[src/rtl/core/text_console_writer_macros.svh]
// Assertion macros for the text console writer.
// Included by the top level; expects clk_i and rst_ni in scope.
`ifndef TEXT_CONSOLE_WRITER_MACROS_SVH
`define TEXT_CONSOLE_WRITER_MACROS_SVH
`ifndef SYNTHESIS
// Check that the consequent holds in the same cycle as the antecedent
`define TCW_ASSERT_IMP(lbl, ante, cons) \
  lbl: assert property (@(posedge clk_i) disable iff (!rst_ni) (ante) |-> (cons)) \
    else $error("text console check failed");
// Check that the consequent holds in the cycle after the antecedent
`define TCW_ASSERT_NXT(lbl, ante, cons) \
  lbl: assert property (@(posedge clk_i) disable iff (!rst_ni) (ante) |=> (cons)) \
    else $error("text console check failed");
`else
`define TCW_ASSERT_IMP(lbl, ante, cons)
`define TCW_ASSERT_NXT(lbl, ante, cons)
`endif
`endif

[src/rtl/core/tcw_pkg.sv]
// Shared constants, codes and controller/datapath interface types
// for the text console writer. No dependencies.
`default_nettype none

package tcw_pkg;

  // Screen geometry
  localparam int COLUMNS     = 80;
  localparam int ROWS        = 25;
  localparam int CELLS       = COLUMNS * ROWS;
  localparam int SHIFT_CELLS = CELLS - COLUMNS;

  localparam int COL_W  = $clog2(COLUMNS);
  localparam int ROW_W  = $clog2(ROWS);
  localparam int ADDR_W = $clog2(CELLS);
  localparam int CNT_W  = $clog2(CELLS + 1);

  // Port field widths
  localparam int OP_W   = 2;
  localparam int BYTE_W = 8;
  localparam int IDX_W  = 11;
  localparam int POS_W  = 11;
  localparam int APB_AW = 3;
  localparam int APB_DW = 32;

  // Character codes and reset values
  localparam logic [BYTE_W-1:0] NEWLINE_CODE = 8'd10;
  localparam logic [BYTE_W-1:0] BLANK_CODE   = 8'd32;
  localparam logic [BYTE_W-1:0] ATTR_RESET   = 8'h07;
  localparam int                POS_LAST     = CELLS - 1;

  // Operation codes
  localparam logic [OP_W-1:0] OP_PUT  = 2'd0;
  localparam logic [OP_W-1:0] OP_READ = 2'd1;
  localparam logic [OP_W-1:0] OP_SET  = 2'd2;

  // Register index (word address bit)
  localparam logic REG_TEXT_ATTR = 1'b0;

  // Commands from controller to datapath
  typedef struct packed {
    logic accept;     // item taken this cycle
    logic put;        // write cell at cursor and advance
    logic rd_cell;    // read the requested cell
    logic set_start;  // load remainder for cursor set
    logic set_step;   // subtract one row from remainder
    logic set_end;    // remainder becomes column
    logic clear_wr;   // reset sweep write
    logic scroll_step;
    logic cnt_inc;
    logic cnt_clr;
    logic load_out;   // capture result payload
  } ctrl_cmd_t;

  // Status from datapath to controller
  typedef struct packed {
    logic scroll_needed;
    logic rem_ge_cols;
    logic clear_last;
    logic scroll_last;
  } dp_status_t;

  // Clamp a requested linear cell to the last cell
  function automatic logic [ADDR_W-1:0] clamp_cell(logic [IDX_W-1:0] idx);
    logic [ADDR_W-1:0] res;
    if (32'(idx) >= CELLS) begin
      res = ADDR_W'(CELLS - 1);
    end else begin
      res = ADDR_W'(idx);
    end
    return res;
  endfunction

endpackage

`default_nettype wire

[src/rtl/core/tcw_ctrl.sv]
// Sequencing state machine for the text console writer.
// Depends on tcw_pkg; drives tcw_dp through command and status structs.
`default_nettype none

module tcw_ctrl (
  input  wire logic                        clk_i,
  input  wire logic                        rst_ni,
  input  wire logic                        in_valid_i,
  output logic                             in_stall_o,
  input  wire logic [tcw_pkg::OP_W-1:0]    in_operation_i,
  output logic                             out_valid_o,
  input  wire logic                        out_stall_i,
  input  wire tcw_pkg::dp_status_t         status_i,
  output tcw_pkg::ctrl_cmd_t               cmd_o
);

  localparam logic [2:0] ST_CLEAR  = 3'd0;
  localparam logic [2:0] ST_IDLE   = 3'd1;
  localparam logic [2:0] ST_SCROLL = 3'd2;
  localparam logic [2:0] ST_DIVIDE = 3'd3;
  localparam logic [2:0] ST_RESULT = 3'd4;

  logic [2:0] state_q, state_d;
  logic       out_valid_q, out_valid_d;
  logic       out_free;

  assign in_stall_o  = (state_q != ST_IDLE);
  assign out_valid_o = out_valid_q;
  assign out_free    = !out_valid_q || !out_stall_i;

  // Next state and commands
  always_comb begin
    state_d = state_q;
    cmd_o   = '0;
    unique case (state_q)
      ST_CLEAR: begin
        cmd_o.clear_wr = 1'b1;
        if (status_i.clear_last) begin
          cmd_o.cnt_clr = 1'b1;
          state_d       = ST_IDLE;
        end else begin
          cmd_o.cnt_inc = 1'b1;
        end
      end
      ST_IDLE: begin
        if (in_valid_i) begin
          cmd_o.accept = 1'b1;
          state_d      = ST_RESULT;
          case (in_operation_i)
            tcw_pkg::OP_PUT: begin
              cmd_o.put = 1'b1;
              if (status_i.scroll_needed) begin
                state_d = ST_SCROLL;
              end
            end
            tcw_pkg::OP_READ: begin
              cmd_o.rd_cell = 1'b1;
            end
            tcw_pkg::OP_SET: begin
              cmd_o.set_start = 1'b1;
              state_d         = ST_DIVIDE;
            end
            default: begin
              state_d = ST_RESULT;
            end
          endcase
        end
      end
      ST_SCROLL: begin
        cmd_o.scroll_step = 1'b1;
        if (status_i.scroll_last) begin
          cmd_o.cnt_clr = 1'b1;
          state_d       = ST_RESULT;
        end else begin
          cmd_o.cnt_inc = 1'b1;
        end
      end
      ST_DIVIDE: begin
        if (status_i.rem_ge_cols) begin
          cmd_o.set_step = 1'b1;
        end else begin
          cmd_o.set_end = 1'b1;
          state_d       = ST_RESULT;
        end
      end
      ST_RESULT: begin
        if (out_free) begin
          cmd_o.load_out = 1'b1;
          state_d        = ST_IDLE;
        end
      end
      default: begin
        state_d = ST_IDLE;
      end
    endcase
  end

  // Hold the result until taken, raise it when loaded
  always_comb begin
    out_valid_d = out_valid_q && out_stall_i;
    if (cmd_o.load_out) begin
      out_valid_d = 1'b1;
    end
  end

  always_ff @(posedge clk_i or negedge rst_ni) begin
    if (!rst_ni) begin
      state_q     <= ST_CLEAR;
      out_valid_q <= 1'b0;
    end else begin
      state_q     <= state_d;
      out_valid_q <= out_valid_d;
    end
  end

endmodule

`default_nettype wire

[config.mk]
export PLATFORM = sky130hd
export DESIGN_NAME = tcw_ctrl
export DESIGN_NICKNAME = d
export VERILOG_FILES = /design/src/rtl/core/text_console_writer_macros.svh /design/src/rtl/core/tcw_pkg.sv /design/src/rtl/core/tcw_ctrl.sv
export SDC_FILE = /design/constraint.sdc
export NUM_CORES = 1
export LEC_CHECK = 0
export BUFFER_PORTS_ARGS = -buffer_cell sky130_fd_sc_hd__clkbuf_2
export CAP_MARGIN = 20
export CORE_AREA = 2 2 39 41
export DETAILED_ROUTE_END_ITERATION = 16
export DIE_AREA = 0 0 41 43
export PLACE_DENSITY = 0.54
export SYNTH_ARGS = -nofsm -noshare
export SYNTH_HDL_FRONTEND = slang
export SYNTH_SLANG_ARGS = --single-unit
export TNS_END_PERCENT = 30
[constraint.sdc]
create_clock -name clk_i -period 2.1 [get_ports clk_i]
set_clock_uncertainty 0.15 [all_clocks]
set_input_delay 0.315 -clock clk_i [delete_from_list [all_inputs] [get_ports clk_i]]
set_output_delay 0.315 -clock clk_i [all_outputs]
set_load 0.01 [all_outputs]
==> results of run 1 <==
[layout by cell type, fill, tap and decap left out]
| cell type | instances |
|---|---|
| dlygate4sd3_1 | 1 |
| nor3_1 | 3 |
| inv_1 | 2 |
| o41ai_1 | 1 |
| mux2i_1 | 1 |
| o22ai_1 | 1 |
| o311a_1 | 1 |
| clkbuf_4 | 3 |
| clkbuf_2 | 22 |
| dfrtp_2 | 1 |
| nor3b_1 | 3 |
| or2b_1 | 1 |
| and2b_2 | 1 |
| o21bai_1 | 1 |
| nor2_1 | 3 |
| nand3b_1 | 1 |
| o21a_1 | 1 |
| nand2b_1 | 1 |
| dfrtp_1 | 3 |
| a21oi_1 | 1 |
| nand2_1 | 4 |
| or3b_4 | 1 |
| and3b_1 | 1 |
| or2_1 | 1 |
| and4b_1 | 1 |
| a22oi_1 | 1 |
[area by class of cell]
cell class              instances  area, µm²
repair buffers                 23      120.1
well taps                      16      20.02
multi-input cells              29      192.7
flip-flops and latches          4      101.3
fillers                       151      919.6
inverters                       2      7.507
clock buffers                   3      22.52
[synthesized netlist by cell type]
master    count
nor3_1        3
nand2_1       4
nor2_1        3
nand2b_1      1
nor3b_1       3
o21a_1        1
or2_1         1
a21oi_1       1
o22ai_1       1
a22oi_1       1
or3b_4        1
and4b_1       1
and3b_1       1
or2b_1        1
o311a_1       1
nand3b_1      1
o41ai_1       1
o21bai_1      1
buf_6         2
buf_4         1
dfrtp_1       4
mux2i_1       1
and2b_1       1
inv_1         2
[per-stage QoR]
stage | util (%) | area (µm²) | hold slack, ns | worst slack (ns) | instances
2_1_floorplan | - | 329.1 | -0.1306 | 0.4317 | 38
3_3_place_gp | 31.01 | 429.2 | -0.02323 | 0.4046 | 73
3_5_place_dp | 31.01 | 429.2 | -0.02003 | 0.3687 | 73
4_1_cts | 33.36 | 461.7 | 0.1599 | 0.09635 | 77
5_1_grt | 33.54 | 464.2 | 0.1612 | 0.005401 | 77
6_report | 33.54 | 464.2 | 0.1638 | 0.1508 | 77
[critical path, stage by stage (launching register included)]
cell and delay, ns:
dfrtp_2 0.44, and2b_2 0.26, nand3b_1 0.16, nor3b_1 0.23, clkbuf_2 0.16
[kinds of logic (layout without fill, tap and decap cells)]
family / after synthesis / count (layout)
simple gates: 21 / 21
compound gates: 7 / 7
buf+inv: 5 / 28
flops: 4 / 4
mux: 1 / 1
[state kept, by name, summed over array words and instances (netlist names)]
signal and cells:
out_valid_o 1, state_q 3
[report_power, final]
part | total [mW] | internal, mW | switching, mW
Sequential | 0.169 | 0.111 | 0.0581
Clock | 0.0965 | 0.0640 | 0.0325
Combinational | 0.293 | 0.145 | 0.148
Total | 0.558 | 0.320 | 0.238
[what timing repair did]
action,CTS,global route
setup endpoints to repair,0,3
hold endpoints to repair,4,0
hold buffers,1,0
gates resized for setup,0,2
[metal layers]
| metal | routed length, µm | global-route usage (%) | vias to the layer above |
|---|---|---|---|
| met5 | 0 | 0 | - |
| met4 | 0 | 6.000 | 0 |
| met3 | 95 | 7.853 | 0 |
| met2 | 295 | 11.25 | 19 |
| met1 | 381 | 15.81 | 143 |
| li1 | - | - | 182 |
[how the worst max path moves through the flow]
stage / endpoint / from / slack (ns)
finish: cmd_o[8] / state_q[1] / 0.15
global route: cmd_o[8] / state_q[0] / 0.005
CTS: cmd_o[8] / state_q[1] / 0.1
detailed placement: cmd_o[8] / state_q[1] / 0.37
global placement: cmd_o[8] / state_q[1] / 0.40
floorplan: cmd_o[8] / state_q[1] / 0.43
==> flow_metrics.tcl, run 1 <==
set metrics [dict create \
    first_pass_iters 4 \
    overflow 0 \
    grt_pass1_wl_um 1248 \
    cts_tree "done" \
    worst_pin_slew_ns 0.2605 \
    std_cell_rows 14 \
    cts_setup_buffers 0 \
    routed_wl_um 772 \
    die_w_um 41 \
    powerDensity_nw_per_um2 1203 \
    ys_warn_count 0 \
    io_pins 23 \
    cts_buffers 3 \
    setup_tns_ns 0 \
    setup.worst_path.class "register to output port" \
    syn_avg_cell_area_um2 8.660 \
    hold_violations 0 \
    max_freq_ghz 0.5130 \
    syn_area_um2 329.1 \
    r2r_cells 3 \
    ant_nets 0 \
    min_path_type "primary input to register" \
    r2r_end "state_q[0]" \
    syn2layout_area_growth_pct 41.06 \
    max-vdd-ir-drop_v 0.0005983 \
    h-tree-depth 1 \
    yosys.area_share.adder_pct 0 \
    start_util_pct 23.78 \
    synth_nets 48 \
    drc 0 \
    cp.arrival_ns 1.48 \
    grt_pass1_vias 296 \
    root_buffer "clkbuf_4" \
    clock_latency_ns 0.24 \
    vias 344 \
    drive_above_1_share_pct 45.90 \
    drv_slew 0 \
    drv_cap 0 \
    critPathLaunchType "register" \
    yosysSeqAreaShare_pct 30.42 \
    synth_top_family_by_area "simple AND/OR/NAND/NOR gates" \
    core_um2 1384 \
    synth.largest_area_cell "dfrtp_1" \
    grt_setup_unrepaired "false" \
    clock-sinks 4 \
    period_share_pct 92.82 \
    holdPathEnd "out_valid_o" \
    synth.distinct_cells 24 \
    p_leak_nw 0.2539 \
    synthMuxAreaShare_pct 3.042 \
    clockBufferDepth 2 \
    gp_congestion 0.7288 \
    antenna_found_initial 0 \
    synth-compound-area-share_pct 15.97 \
    die-area_um2 1763 \
    synth_cells 38 \
    antenna_cells 0 \
    status "finished clean" \
    power_uw 558.5 \
    path_max_fanout 8 \
    r2r_start "state_q[2]" \
    wl_per_cell_um 10.03 \
    grt_use_total_pct 10.95 \
    synthXorXnorAreaFrac_pct 0 \
    crit_required_ns 1.63 \
    fin_nets 73 \
    slew_headroom_pct 82.40 \
    clk_pin_slew_ns 0.04 \
    via_per_inst 4.468 \
    setup_viol 0 \
    min_from "out_stall_i" \
    fin_crit_ns 1.949 \
    synth_top_area_share_pct 30.42 \
    yosys.area_share.simple_pct 39.16 \
    die_h_um 43 \
    drt_iter0_drc 10 \
    reg2reg_slack_ns 0.59 \
    io_buffer_count 22 \
    ys_top_cells_by_area "dfrtp_1 (30%), buf_6 (6.8%), nor3b_1 (6.8%)" \
    hold_path_depth 3 \
    ys_ff_latch 4 \
    grt_max_degree 11 \
    cp-end-kind "output port" \
]
No activity file was read; power rests on OpenSTA's default activity.
==> run 2: changes to the inputs <==
Settings changed: CTS_BUF_LIST set to sky130_fd_sc_hd__clkbuf_16, MAX_ROUTING_LAYER set to met4.
==> run 2 against run 1 <==
  * Register-to-register slack hardly changed
  * Sequential cell count stayed put
  * Largest power group is now the clock network
  * Critical endpoint unchanged
  * Global-route usage is 1.0 points higher
  * Clock power grew to 3.1 times the previous value
  * Power is 36% higher
==> flow_metrics.tcl, run 2 (synthesis gave the netlist of run 1 again) <==
set metrics [dict create \
    layout_commonest_cell "clkbuf_2" \
    fin_crit_ns 1.954 \
    syn2layout_area_growth_pct 56.65 \
    cp-end-kind "output port" \
    drv_cap 0 \
    overflow 0 \
    ant_nets 0 \
    start_util_pct 23.78 \
    cp.arrival_ns 1.49 \
    crit_required_ns 1.63 \
    final_cell_mix "clkbuf_2 (22), nand2_1 (4), dfrtp_1 (4)" \
    hold_violations 0 \
    setup_viol 0 \
    vias 356 \
    antenna_found_initial 0 \
    path_max_fanout 8 \
    gp_congestion 0.7375 \
    multi_input_area_um2 192.7 \
    wl_per_cell_um 10.51 \
    setup.worst_path.class "register to output port" \
    clock-sinks 4 \
    via_per_inst 4.623 \
    slowest_stage "dfrtp_1" \
    area.sequential_um2 100.1 \
    grt_use_total_pct 11.97 \
    slew_headroom_pct 82.49 \
    grt_setup_unrepaired "false" \
    setup_tns_ns 0 \
    io_buffer_count 22 \
    crit_chain "and2b_2 -> nand3b_1 -> nor3b_1 -> clkbuf_2" \
    max_freq_ghz 0.5119 \
    clk_pin_slew_ns 0.03 \
    status "finished clean" \
    root_buffer "clkbuf_16" \
    grt_pass1_wl_um 1345 \
    clock_latency_ns 0.23 \
    cts_buffers 3 \
    cts_tree "done" \
    min_path_type "primary input to register" \
    drc 0 \
    period_share_pct 93.03 \
    drive_above_1_share_pct 44.26 \
    h-tree-depth 1 \
    powerDensity_nw_per_um2 1474 \
    p_leak_nw 0.2785 \
    io_pins 23 \
    std_cell_rows 14 \
    core_um2 1384 \
    drt_iter0_drc 6 \
    routed_wl_um 809 \
    top_register "state_q" \
    fin_nets 73 \
    fill_cells 147 \
    slowest_delay_ns 0.44 \
    first_pass_iters 4 \
    die-area_um2 1763 \
    grt_pass1_vias 318 \
    power_uw 759.7 \
    drv_slew 0 \
    largest_reg_flops 3 \
    die_w_um 41 \
    max-vdd-ir-drop_v 0.0006733 \
    grt_max_degree 11 \
    cts_setup_buffers 0 \
    antenna_cells 0 \
    clockBufferDepth 2 \
    worst_pin_slew_ns 0.2592 \
    die_h_um 43 \
    critPathLaunchType "register" \
]
run 2: cell counts in the layout (fill, tap and decap cells not counted):
No cell type changed its count.
run 2: worst max-delay path, delay by kind of cell, from the launching register on:
family / cells / cell delay, ns
buffers and inverters: 1 / 0.16
flip-flops: 1 / 0.44
AND/OR/NAND/NOR: 3 / 0.67
run 2: stage by stage:
| stage | hold slack, ns | util, % | std cells | cell area (µm²) | setup slack (ns) |
|---|---|---|---|---|---|
| floorplan | -0.1306 | - | 38 | 329.1 | 0.4317 |
| global placement | -0.02323 | 31.01 | 73 | 429.2 | 0.4046 |
| detailed placement | -0.02003 | 31.01 | 73 | 429.2 | 0.3687 |
| CTS | 0.1760 | 37.16 | 77 | 514.2 | 0.1175 |
| global route | 0.1841 | 37.25 | 77 | 515.5 | 0.02144 |
| finish | 0.1744 | 37.25 | 77 | 515.5 | 0.1463 |
run 2: path summary, 6_finish.rpt:
path / startpoint / endpoint / slack, ns / cells after the start
setup / recovery: state_q[1] / cmd_o[8] / 0.15 / 4
setup reg to reg: state_q[2] / state_q[0] / 0.59 / 3
min in group asynchronous: rst_ni / state_q[2] / 0.29 / 2
hold reg to reg: out_valid_o / out_valid_o / 0.36 / 2
max in group asynchronous: rst_ni / state_q[0] / 1.38 / 2
hold / removal: out_stall_i / out_valid_o / 0.17 / 3
run 2: routing by layer:
layer  up-vias  GRT usage [%]  share of wire (%)
met2        19          13.44                 39
met3         2          7.853                 12
li1        183              -                  -
met1       152          15.91                 48
met4         0          6.000               0.99
met5         -              -                  0
run 2: final cells by class:
type | count | share of cell area (%)
clock buffer | 3 | 14.56
inverter | 2 | 1.456
multi-input combinational | 29 | 37.38
sequential | 4 | 19.42
tap | 16 | 3.883
timing repair buffer | 23 | 23.30
run 2: power breakdown:
part	leakage [nW]	internal, mW	total (mW)	switching (mW)
Combinational	0.190	0.145	0.294	0.149
Clock	0.0370	0.243	0.297	0.0537
Sequential	0.0512	0.110	0.169	0.0588
run 2: repair_timing:
action                     CTS  global route
resized for setup            0             1
hold endpoints to repair     4             0
setup endpoints to repair    0             1
hold buffers                 1             0
==> run 3: changes to the inputs <==
Settings changed: ABC_AREA set to 0, SETUP_SLACK_MARGIN set to 0.15.
==> run 3 against run 2 <==
  * Cell count grew 3.9%
  * Largest cell class unchanged
  * Critical path type unchanged
  * Setup slack gained 0.053 ns
  * Highest routed layer unchanged
  * Critical path depth is the same
==> flow_metrics.tcl, run 3 (synthesis gave the netlist of run 1 again) <==
set metrics [dict create \
    status "finished clean" \
    ant_nets 0 \
    setup_ws_ns 0.1995 \
    max_freq_ghz 0.5262 \
    cp.arrival_ns 1.44 \
    top_register "state_q" \
    gp_congestion 0.7375 \
    antenna_cells 0 \
    pre_cts_ws_ns 0.3687 \
    crit_required_ns 1.63 \
    slew_headroom_pct 82.49 \
    vias 362 \
    std_cell_rows 14 \
    start_util_pct 23.78 \
    reg2reg_slack_ns 0.58 \
    antenna_found_initial 0 \
    p_leak_nw 0.2899 \
    setup_viol 0 \
    cp-end-kind "output port" \
    crit_chain "and2b_1 -> nand3b_1 -> nor3b_1 -> clkbuf_2" \
    p_comb_share_pct 41.2 \
    via_per_inst 4.525 \
    switchingPower_uw 270.9 \
    crit_family "simple AND/OR/NAND/NOR gates" \
    clkPwrFrac_pct 37.2 \
    hold_path_depth 3 \
    drv_slew 0 \
    die_h_um 43 \
    clk_pin_slew_ns 0.03 \
    root_buffer "clkbuf_16" \
    layout_commonest_cell "clkbuf_2" \
    cp_num_buf_inv 1 \
    io_pins 23 \
    worst_pin_slew_ns 0.2593 \
    wl_per_cell_um 10.39 \
    io_buffer_count 22 \
    max-vdd-ir-drop_v 0.0006754 \
    r2r_end "state_q[0]" \
    grt_pass1_vias 324 \
    multi_input_area_um2 191.4 \
    core_um2 1384 \
    r2r_cells 3 \
    die-area_um2 1763 \
    clockBufferDepth 2 \
    routed_wl_um 831 \
    netSwitchingFraction_pct 33.79 \
    clock_latency_ns 0.23 \
    slowest_stage "dfrtp_2" \
    holdPathEnd "out_valid_o" \
    power_uw 801.9 \
    period_share_pct 90.50 \
    drc 0 \
    die_w_um 41 \
    cts_buffers 3 \
    grt_pass1_wl_um 1345 \
    fin_nets 76 \
    critPathLaunchType "register" \
    grt_use_total_pct 11.97 \
    r2r_start "state_q[2]" \
    grt_setup_unrepaired "true" \
    first_pass_iters 3 \
    crit_path_start "state_q[1]" \
    overflow 0 \
    syn2layout_area_growth_pct 63.88 \
    area.sequential_um2 102.6 \
    slowest_delay_ns 0.44 \
    fill_cells 146 \
    min_from "out_stall_i" \
    final_cell_mix "clkbuf_2 (22), nand2_1 (4)" \
    hold_violations 0 \
    setup.worst_path.class "register to output port" \
    intPower_uw 530.9 \
    fin_crit_ns 1.900 \
    largest_reg_flops 3 \
    setup_tns_ns 0 \
    seqPwrFrac_pct 21.6 \
    drt_iter0_drc 7 \
    min_path_type "primary input to register" \
    drv_cap 0 \
    clock-sinks 4 \
    path_max_fanout 8 \
    powerDensity_nw_per_um2 1487 \
    h-tree-depth 1 \
    drive_above_1_share_pct 48.44 \
    grt_max_degree 11 \
    cts_tree "done" \
]
## run 3: through the flow
stage                     cell area, µm²  util [%]  hold slack, ns  cells
after detailed placement           429.2     31.01        -0.02003     73
after CTS                          536.8     38.79          0.1760     80
after global placement             429.2     31.01        -0.02323     73
after global routing               539.3     38.97          0.1841     80
after floorplan                    329.1         -         -0.1306     38
final                              539.3     38.97          0.1743     80
## run 3: how the worst max path moves through the flow
stage	to	slack, ns	cells past startpoint
after global placement	cmd_o[8]	0.40	4
after floorplan	cmd_o[8]	0.43	4
after global routing	cmd_o[8]	0.11	4
after detailed placement	cmd_o[8]	0.37	4
after CTS	cmd_o[8]	0.18	4
final	cmd_o[8]	0.20	4
## run 3: area by class of cell
class	count	area share (%)
inverters	2	1.392
clock buffers	3	13.92
repair buffers	26	26.45
multi-input cells	29	35.50
well taps	16	3.712
flip-flops and latches	4	19.03
## run 3: power by group through the flow
stage | combinational [mW] | clock, mW | sequential [mW]
detailed placement | 0.292 | 0 | 0.169
CTS | 0.335 | 0.303 | 0.169
global placement | 0.290 | 0 | 0.169
floorplan | 0.264 | 0 | 0.128
finish | 0.330 | 0.298 | 0.173
global route | 0.364 | 0.311 | 0.183
## run 3: tightest hold or removal path, cell delays in order
cell and delay [ns]:
clkbuf_2 0.09, nand2_1 0.05, nand2_1 0.05
## run 3: timing repair
item                                    CTS  global route
setup buffers                             3             0
pin swaps                                 1             0
endpoints found under the setup margin    2             4
gates cloned                              0             0
hold buffers                              1             0
hold endpoints to repair                  4             0
resized for setup                         0             2
## run 3: per-layer routing
| metal | global-route usage (%) | share of wire (%) | wire (µm) |
|---|---|---|---|
| met1 | 15.58 | 49 | 409 |
| met2 | 13.75 | 38 | 317 |
| met3 | 7.853 | 11 | 95 |
| met4 | 6.000 | 0.96 | 8 |
| met5 | - | 0 | 0 |
